$ cat src/sv/frqih_pkg.sv
`timescale 1ns / 1ps
// ============================================================================
// Frame-rotated query ID hash: shared package
// Payload types, command codes, default sizes and the command and status
// bundles that join the controller and the datapath.
// ============================================================================
package frqih_pkg;

    // Fixed field widths of the transaction payloads.
    localparam int CMD_W  = 2;
    localparam int QID_W  = 32;
    localparam int OCID_W = 9;

    // Command codes.
    localparam logic [CMD_W-1:0] CMD_NEW_FRAME = 2'd0;
    localparam logic [CMD_W-1:0] CMD_ADD       = 2'd1;
    localparam logic [CMD_W-1:0] CMD_FIND      = 2'd2;

    // Default sizes.
    localparam int DEF_FRAMES    = 3;
    localparam int DEF_SLOTS     = 128;
    localparam int DEF_HASH_BITS = 7;

    // Input transaction.
    typedef struct packed {
        logic [CMD_W-1:0] cmd;
        logic [QID_W-1:0] query_id;
    } t_in_item;

    // Result transaction.
    typedef struct packed {
        logic [OCID_W-1:0] ocid;
        logic              hit;
    } t_out_item;

    // Commands from the controller to the datapath.
    typedef struct packed {
        logic load;         // capture the accepted input transaction
        logic new_frame;    // rotate the frames and restart the slot counter
        logic clr;          // write an empty head and step the clear address
        logic head_rd;      // read the bucket head
        logic add_wr;       // link a new entry in at the bucket head
        logic ent_rd_head;  // read the entry that the bucket head names
        logic ent_rd_link;  // read the entry that the current link names
        logic res_zero;     // result: no slot, no hit
        logic res_add;      // result: the slot just allocated
        logic res_find;     // result: the slot just matched
        logic out_load;     // move the result into the output register
    } t_dp_cmd;

    // Status from the datapath to the controller.
    typedef struct packed {
        logic full;
        logic head_zero;
        logic link_zero;
        logic match;
        logic clr_last_row;
        logic clr_last_all;
        logic out_free;
    } t_dp_stat;

endpackage

$ cat src/sv/frqih_ctrl.sv
`timescale 1ns / 1ps
// ============================================================================
// Frame-rotated query ID hash: controller
// State machine that sequences the clear sweeps, the add, the chain walk of
// a find and the hand-off of each result to the output register.
// ============================================================================
module frqih_ctrl (
    input  logic                        i_clk,
    input  logic                        i_rst_n,
    input  logic                        i_in_valid,
    output logic                        o_in_ready,
    input  logic [frqih_pkg::CMD_W-1:0] i_in_cmd,
    input  frqih_pkg::t_dp_stat         i_stat,
    output frqih_pkg::t_dp_cmd          o_cmd
);
    import frqih_pkg::*;

    localparam logic [3:0] ST_RST_CLR   = 4'd0;
    localparam logic [3:0] ST_IDLE      = 4'd1;
    localparam logic [3:0] ST_NF        = 4'd2;
    localparam logic [3:0] ST_NF_CLR    = 4'd3;
    localparam logic [3:0] ST_ADD_RD    = 4'd4;
    localparam logic [3:0] ST_ADD_WR    = 4'd5;
    localparam logic [3:0] ST_FIND_RD   = 4'd6;
    localparam logic [3:0] ST_FIND_HEAD = 4'd7;
    localparam logic [3:0] ST_FIND_CHK  = 4'd8;
    localparam logic [3:0] ST_DONE      = 4'd9;

    logic [3:0] r_state;
    logic [3:0] n_state;

    // State register; reset starts the sweep that empties every bucket.
    always_ff @(posedge i_clk) begin
        if (!i_rst_n) begin
            r_state <= ST_RST_CLR;
        end else begin
            r_state <= n_state;
        end
    end

    // Next state and datapath commands.
    always_comb begin
        n_state    = r_state;
        o_cmd      = '0;
        o_in_ready = 1'b0;
        case (r_state)
            ST_RST_CLR: begin
                o_cmd.clr = 1'b1;
                if (i_stat.clr_last_all) begin
                    n_state = ST_IDLE;
                end
            end
            ST_IDLE: begin
                o_in_ready = 1'b1;
                if (i_in_valid) begin
                    o_cmd.load = 1'b1;
                    case (i_in_cmd)
                        CMD_NEW_FRAME: n_state = ST_NF;
                        CMD_ADD:       n_state = ST_ADD_RD;
                        CMD_FIND:      n_state = ST_FIND_RD;
                        default: begin
                            o_cmd.res_zero = 1'b1;
                            n_state        = ST_DONE;
                        end
                    endcase
                end
            end
            ST_NF: begin
                o_cmd.new_frame = 1'b1;
                n_state         = ST_NF_CLR;
            end
            ST_NF_CLR: begin
                o_cmd.clr = 1'b1;
                if (i_stat.clr_last_row) begin
                    o_cmd.res_zero = 1'b1;
                    n_state        = ST_DONE;
                end
            end
            ST_ADD_RD: begin
                if (i_stat.full) begin
                    o_cmd.res_zero = 1'b1;
                    n_state        = ST_DONE;
                end else begin
                    o_cmd.head_rd = 1'b1;
                    n_state       = ST_ADD_WR;
                end
            end
            ST_ADD_WR: begin
                o_cmd.add_wr  = 1'b1;
                o_cmd.res_add = 1'b1;
                n_state       = ST_DONE;
            end
            ST_FIND_RD: begin
                o_cmd.head_rd = 1'b1;
                n_state       = ST_FIND_HEAD;
            end
            ST_FIND_HEAD: begin
                if (i_stat.head_zero) begin
                    o_cmd.res_zero = 1'b1;
                    n_state        = ST_DONE;
                end else begin
                    o_cmd.ent_rd_head = 1'b1;
                    n_state           = ST_FIND_CHK;
                end
            end
            ST_FIND_CHK: begin
                // One chain entry is compared per cycle.
                if (i_stat.match) begin
                    o_cmd.res_find = 1'b1;
                    n_state        = ST_DONE;
                end else if (i_stat.link_zero) begin
                    o_cmd.res_zero = 1'b1;
                    n_state        = ST_DONE;
                end else begin
                    o_cmd.ent_rd_link = 1'b1;
                end
            end
            ST_DONE: begin
                if (i_stat.out_free) begin
                    o_cmd.out_load = 1'b1;
                    n_state        = ST_IDLE;
                end
            end
            default: begin
                n_state = ST_IDLE;
            end
        endcase
    end

endmodule

$ cat config.mk
export PLATFORM = sky130hd
export DESIGN_NAME = frqih_ctrl
export DESIGN_NICKNAME = d
export VERILOG_FILES = /design/src/sv/frqih_pkg.sv /design/src/sv/frqih_ctrl.sv
export SDC_FILE = /design/constraint.sdc
export NUM_CORES = 1
export LEC_CHECK = 0
export BUFFER_PORTS_ARGS = -buffer_cell sky130_fd_sc_hd__buf_2
export CAP_MARGIN = 20
export CORE_AREA = 4 4 42 44
export DETAILED_ROUTE_END_ITERATION = 7
export DIE_AREA = 0 0 46 48
export GPL_TIMING_DRIVEN = 1
export HOLD_SLACK_MARGIN = 0.05
export PLACE_DENSITY = 0.73
export SLEW_MARGIN = 20
export SYNTH_ARGS = -nofsm -noshare
export SYNTH_HDL_FRONTEND = slang
export SYNTH_SLANG_ARGS = --single-unit
$ cat constraint.sdc
create_clock -name i_clk -period 1.65 [get_ports i_clk]
set_clock_uncertainty 0.15 [all_clocks]
set_input_delay 0.0825 -clock i_clk [delete_from_list [all_inputs] [get_ports i_clk]]
set_output_delay 0.0825 -clock i_clk [all_outputs]
set_load 0.02 [all_outputs]
## Yosys cells after proc, flatten, opt, wreduce, memory -nomap -nowiden

Cells that the tools add are included.
W data, S select, Z words.

- Register bits after elaboration: 4
- Bits of input ports: 12
- Logic and storage cells: 56

- Equal/unequal tests: 16
- Muxes and demuxes: 34
- Reductions and logical operators: 5

Operators by type and width:

| kind | number |
|---|---|
| $pmux W4 S10 | 1 |
| $mux W4 | 7 |
| $mux W1 | 22 |
| $eq A4 B3 Y1 const B | 4 |
| $pmux W4 S3 | 1 |
| $eq A4 B2 Y1 const B | 2 |
| $eq A4 B4 Y1 const B | 2 |
| $ne A2 B2 Y1 const B | 4 |
| $pmux W1 S5 | 1 |
| $reduce_and A5 Y1 | 1 |
| $eq A4 B1 Y1 const B | 1 |
| $logic_not A4 Y1 | 1 |
| $ne A3 B3 Y1 const B | 1 |
| $reduce_or A3 Y1 | 1 |
| $eq A2 B1 Y1 const B | 1 |
| $eq A2 B2 Y1 const B | 1 |
| $logic_not A2 Y1 | 1 |
| $mux W2 | 1 |
| $pmux W1 S2 | 1 |
| $reduce_or A2 Y1 | 1 |

## Longest topological paths before layout

- Depth in word-level cells: 5
- Mapped depth: 6

## Worst setup path after synthesis

No wires, ideal clock.

- Path kind: register to output
- Start: register r_state[3]
- End: output port o_cmd[3] (netlist bit)
- Data arrival time: 2.079 ns
- Setup slack: -0.662 ns
- Cell stages (with the launch flop): 6
- Buffers on the path: 1
- Cells stage by stage: dfxtp_1 > buf_6 > nor4b_1 > and2_1 > a22oi_1 > o21ai_0

RTL lines:

| item | line | RTL |
|---|---|---|
| start, declared | frqih_ctrl.sv:29 | `logic [3:0] r_state;` |
| start signal, assigned | frqih_ctrl.sv:37 | `r_state <= n_state;` |
| end, declared | frqih_ctrl.sv:14 | `output frqih_pkg::t_dp_cmd o_cmd` |

==> impl_table.tex <==
\begin{tabular}{lr}
\hline
Metric & Value \\
\hline
\multicolumn{2}{l}{\textbf{Run status}} \\
\quad Status & complete, but fails checks \\
\quad Violations in the final reports & setup timing \\
\multicolumn{2}{l}{\textbf{Logic synthesis}} \\
\quad Proportion of synthesized chip area in sequential cells & 0.152 \\
\quad Instance count of the mapped netlist & 71 \\
\quad Number of register bits inferred by synthesis & 4 \\
\quad Post-synthesis area per instance & 7.40 µm² \\
\quad Post-Syn Area & 526 µm² \\
\quad Number of unique standard cell types used by synthesis & 33 \\
\quad Yosys Warn Count & 0 \\
\quad Net Count, Synth & 87 \\
\multicolumn{2}{l}{\textbf{CTS}} \\
\quad Clock tree from TritonCTS & built \\
\quad Number of buffers inserted during clock tree synthesis & 3 \\
\quad Number of buffers on the longest clock path & 2 \\
\quad Clock root buffer & sky130\_fd\_sc\_hd\_\_clkbuf\_4 \\
\quad Clk Latency, worst-skew pair & 240 ps \\
\quad Clock-pin transition on the worst setup and hold timing paths & 40 ps \\
\quad Number of clock sinks & 4 \\
\quad Number of levels in the clock H-tree & 1 \\
\multicolumn{2}{l}{\textbf{Detailed routing}} \\
\quad Routed wire per std cell & 13.7 µm \\
\quad Antenna Violating Nets Remaining & 0 \\
\quad Count of TritonRoute iterations in the first routing pass & 4 \\
\quad Iter 0 DRT Violations & 12 \\
\quad Vias & 657 \\
\quad Via density & 5.34 \\
\quad Number of remaining DRC errors & 0 \\
\quad Routed WL & 1690 µm \\
\multicolumn{2}{l}{\textbf{Cells and area}} \\
\quad Flip-flop count of the largest register after layout & 4 \\
\quad Reg with most FFs & r\_state \\
\quad Util after Layout & 0.635 \\
\quad Number of fill cells & 133 \\
\quad Leading registers by flop count & r\_state: 4 flops \\
\quad Final net count & 125 \\
\quad Area Overhead vs Synth & 73.6\% \\
\quad Fraction of final layout cells with drive strength greater than 1 & 0.589 \\
\quad \# diodes & 0 \\
\quad Final std cells w/o fill & 123 \\
\quad Cell area after layout & 912 µm² \\
\multicolumn{2}{l}{\textbf{Power and ir drop}} \\
\quad Internal portion of total power & 502 µW \\
\quad Total net switching power & 352 µW \\
\quad Peak supply drop & 0.554 mV \\
\quad Combinational share of power & 0.703 \\
\quad Clock share of power & 0.142 \\
\quad Cell area power density & 936 mW/mm² \\
\quad Net switching fraction of the power & 0.412 \\
\quad Leakage component of the power & 0.000409 µW \\
\quad Sequential group share of total power & 0.154 \\
\multicolumn{2}{l}{\textbf{Placed design}} \\
\quad Worst slack, placed & -37.2 ps \\
\quad Detailed-placement wirelength estimate & 1170 µm \\
\quad I/O Buffers & 23 \\
\quad Cell Count Post-Placement & 113 \\
\quad Instance area after placement & 721 µm² \\
\quad Global placement routability congestion & 0.856 \\
\multicolumn{2}{l}{\textbf{STA}} \\
\quad RSZ-0062 raised after global routing & true \\
\quad Number of slew-limit violations in the final report & 0 \\
\quad Actual slew at the worst max-slew pin & 400 ps \\
\quad Final-layout setup total negative slack & -606 ps \\
\quad Upper clock frequency limit & 548 MHz \\
\quad Final hold violations & 0 \\
\quad Final worst path period need & 1820 ps \\
\quad Max-slew headroom & 0.731 \\
\quad Final worst-path setup slack & -175 ps \\
\quad Fraction of the cycle the final worst path needs & 1.11 \\
\quad Final setup viols & 6 \\
\multicolumn{2}{l}{\textbf{Worst hold path}} \\
\quad Hold Path End & r\_state[2] \\
\quad Worst hold path class & in2reg \\
\quad Worst hold path stage count & 5 \\
\quad Beginning of the worst hold path & i\_in\_cmd[1] \\
\multicolumn{2}{l}{\textbf{Worst setup path}} \\
\quad Required arrival time at the worst endpoint & 1420 ps \\
\quad Worst Setup Path Type & reg2out \\
\quad Launch point of the worst reg-to-reg path & r\_state[2] \\
\quad Kind of start point of the critical path & flop \\
\quad Worst reg-to-reg path cell count & 5 \\
\quad Worst EP arrival & 1590 ps \\
\quad R2R Path End & r\_state[0] \\
\quad Slack of the worst reg-to-reg path & -120 ps \\
\quad Peak fanout along the critical path & 3 \\
\quad Kind of capture point of the worst setup path & output pin \\
\multicolumn{2}{l}{\textbf{Die}} \\
\quad Vertical die dimension & 48 µm \\
\quad Number of placement rows & 14 \\
\quad Starting Density & 0.366 \\
\quad Ports placed on the boundary & 24 \\
\quad Core Area & 0.00144 mm² \\
\quad Die X-Extent & 46 µm \\
\quad Total Die Area & 0.00221 mm² \\
\multicolumn{2}{l}{\textbf{Global routing}} \\
\quad Global-route wire length before repair & 2620 µm \\
\quad Number of antenna violations at the first check in global routing & 0 \\
\quad Pin count of the biggest net entering global routing & 11 \\
\quad Global-route usage over all layers & 0.162 \\
\quad Vias in the first global route & 628 \\
\quad GR Overflow Total & 0 \\
\multicolumn{2}{l}{\textbf{Job}} \\
\quad Max-capacitance violation count & 0 \\
\hline
\end{tabular}
[through the flow]
stage,hold slack (ps),power (µW)
floorplan,55.9,448
global placement,230,583
detailed placement,240,586
CTS,264,786
global route,295,921
finish,250,854
[cells in the final DEF (no fill, tap or decap), drive strengths merged, types with 2 or more instances in the layout]
cell and count:
buf 37, o21ai 7, nor2 7, nor3 5, inv 4, nor3b 4
ha 4, nand2b 4, dfxtp 4, nand2 3, a21oi 3, clkbuf 3
o22ai 2, dlygate4sd3 2, or4b 2, a221oi 2
[critical path: stages, from the launching register on]
cell,delay (ps)
sky130_fd_sc_hd__dfxtp_4,340
sky130_fd_sc_hd__or4b_4,590
sky130_fd_sc_hd__nor2_4,110
sky130_fd_sc_hd__a22oi_1,60
sky130_fd_sc_hd__o21ai_1,100
sky130_fd_sc_hd__buf_4,170
[metal layers]
| layer | global-route usage | part of all wire | up-vias |
|---|---|---|---|
| li1 | - | - | 335 |
| met2 | 0.286 | 0.46 | 20 |
| met3 | 0.0301 | 0.056 | 4 |
| met1 | 0.192 | 0.46 | 298 |
| met5 | 0 | 0 | - |
| met4 | 0.0682 | 0.025 | 0 |
[worst max path at each step]
stage	start	end	slack (ps)	cells past startpoint
3_5_place_dp	r_state[2]	r_state[0]	-40	4
2_1_floorplan	r_state[0]	o_cmd[3]	-130	5
6_report	r_state[2]	o_cmd[3]	-170	5
3_3_place_gp	r_state[2]	r_state[0]	4	4
4_1_cts	r_state[0]	o_cmd[3]	-160	5
5_1_grt	r_state[2]	o_cmd[3]	-220	5
[what timing repair did]
item / CTS / global route
buffers inserted: 5 / 0
endpoints found under the hold margin: 4 / 0
pin swaps: 6 / 7
gates resized for setup: 16 / 15
setup endpoints to repair: 6 / 12
hold buffers: 2 / 0
[cell families after synthesis]
group,share of synthesized area
buffers and inverters,0.0976
adder cells (fa/ha/maj),0.0952
AND/OR/NAND/NOR,0.367
XOR/XNOR,0.0167
multiplexers,0.0190
flip-flops,0.152
AO/OA/AOI/OAI,0.252
[final cells by class]
| cell class | instances | area [µm²] | area share |
|---|---|---|---|
| Clock buffer | 3 | 22.5 | 0.0247 |
| Tap cell | 16 | 20.0 | 0.0219 |
| Inverter | 4 | 15.0 | 0.0165 |
| Timing Repair Buffer | 39 | 277 | 0.303 |
| Multi-Input combinational cell | 57 | 488 | 0.535 |
| Sequential cell | 4 | 90.1 | 0.0988 |
[cells in the mapped netlist, drive strengths merged]
cell     number  share of area
a22oi         1          0.014
nand3b        1          0.014
o21ai         7          0.067
nand2         3          0.021
or3           1          0.012
and2          1          0.012
nand3         1         0.0095
a221oi        2          0.033
mux2i         1          0.019
a211oi        1          0.014
a211o         1          0.019
nand2b        4          0.048
a2111oi       1          0.017
nor2          7          0.050
buf           4          0.055
nor4b         1          0.017
dfxtp         4           0.15
xor2          1          0.017
a21oi         3          0.029
clkbuf        2          0.014
or2           1          0.012
o21bai        1          0.014
inv           4          0.029
ha            4          0.095
nor3b         4          0.057
nor3          5          0.069
or4b          2          0.045
o22ai         2          0.024
o221a         1          0.021
[power by group through the flow]
stage | sequential (µW) | combinational [µW] | clock, µW
2_1_floorplan | 134 | 314 | 0
3_3_place_gp | 133 | 450 | 0
3_5_place_dp | 135 | 451 | 0
4_1_cts | 132 | 534 | 120
5_1_grt | 135 | 652 | 134
6_report | 132 | 601 | 121
(Power assumes the default switching activity.)
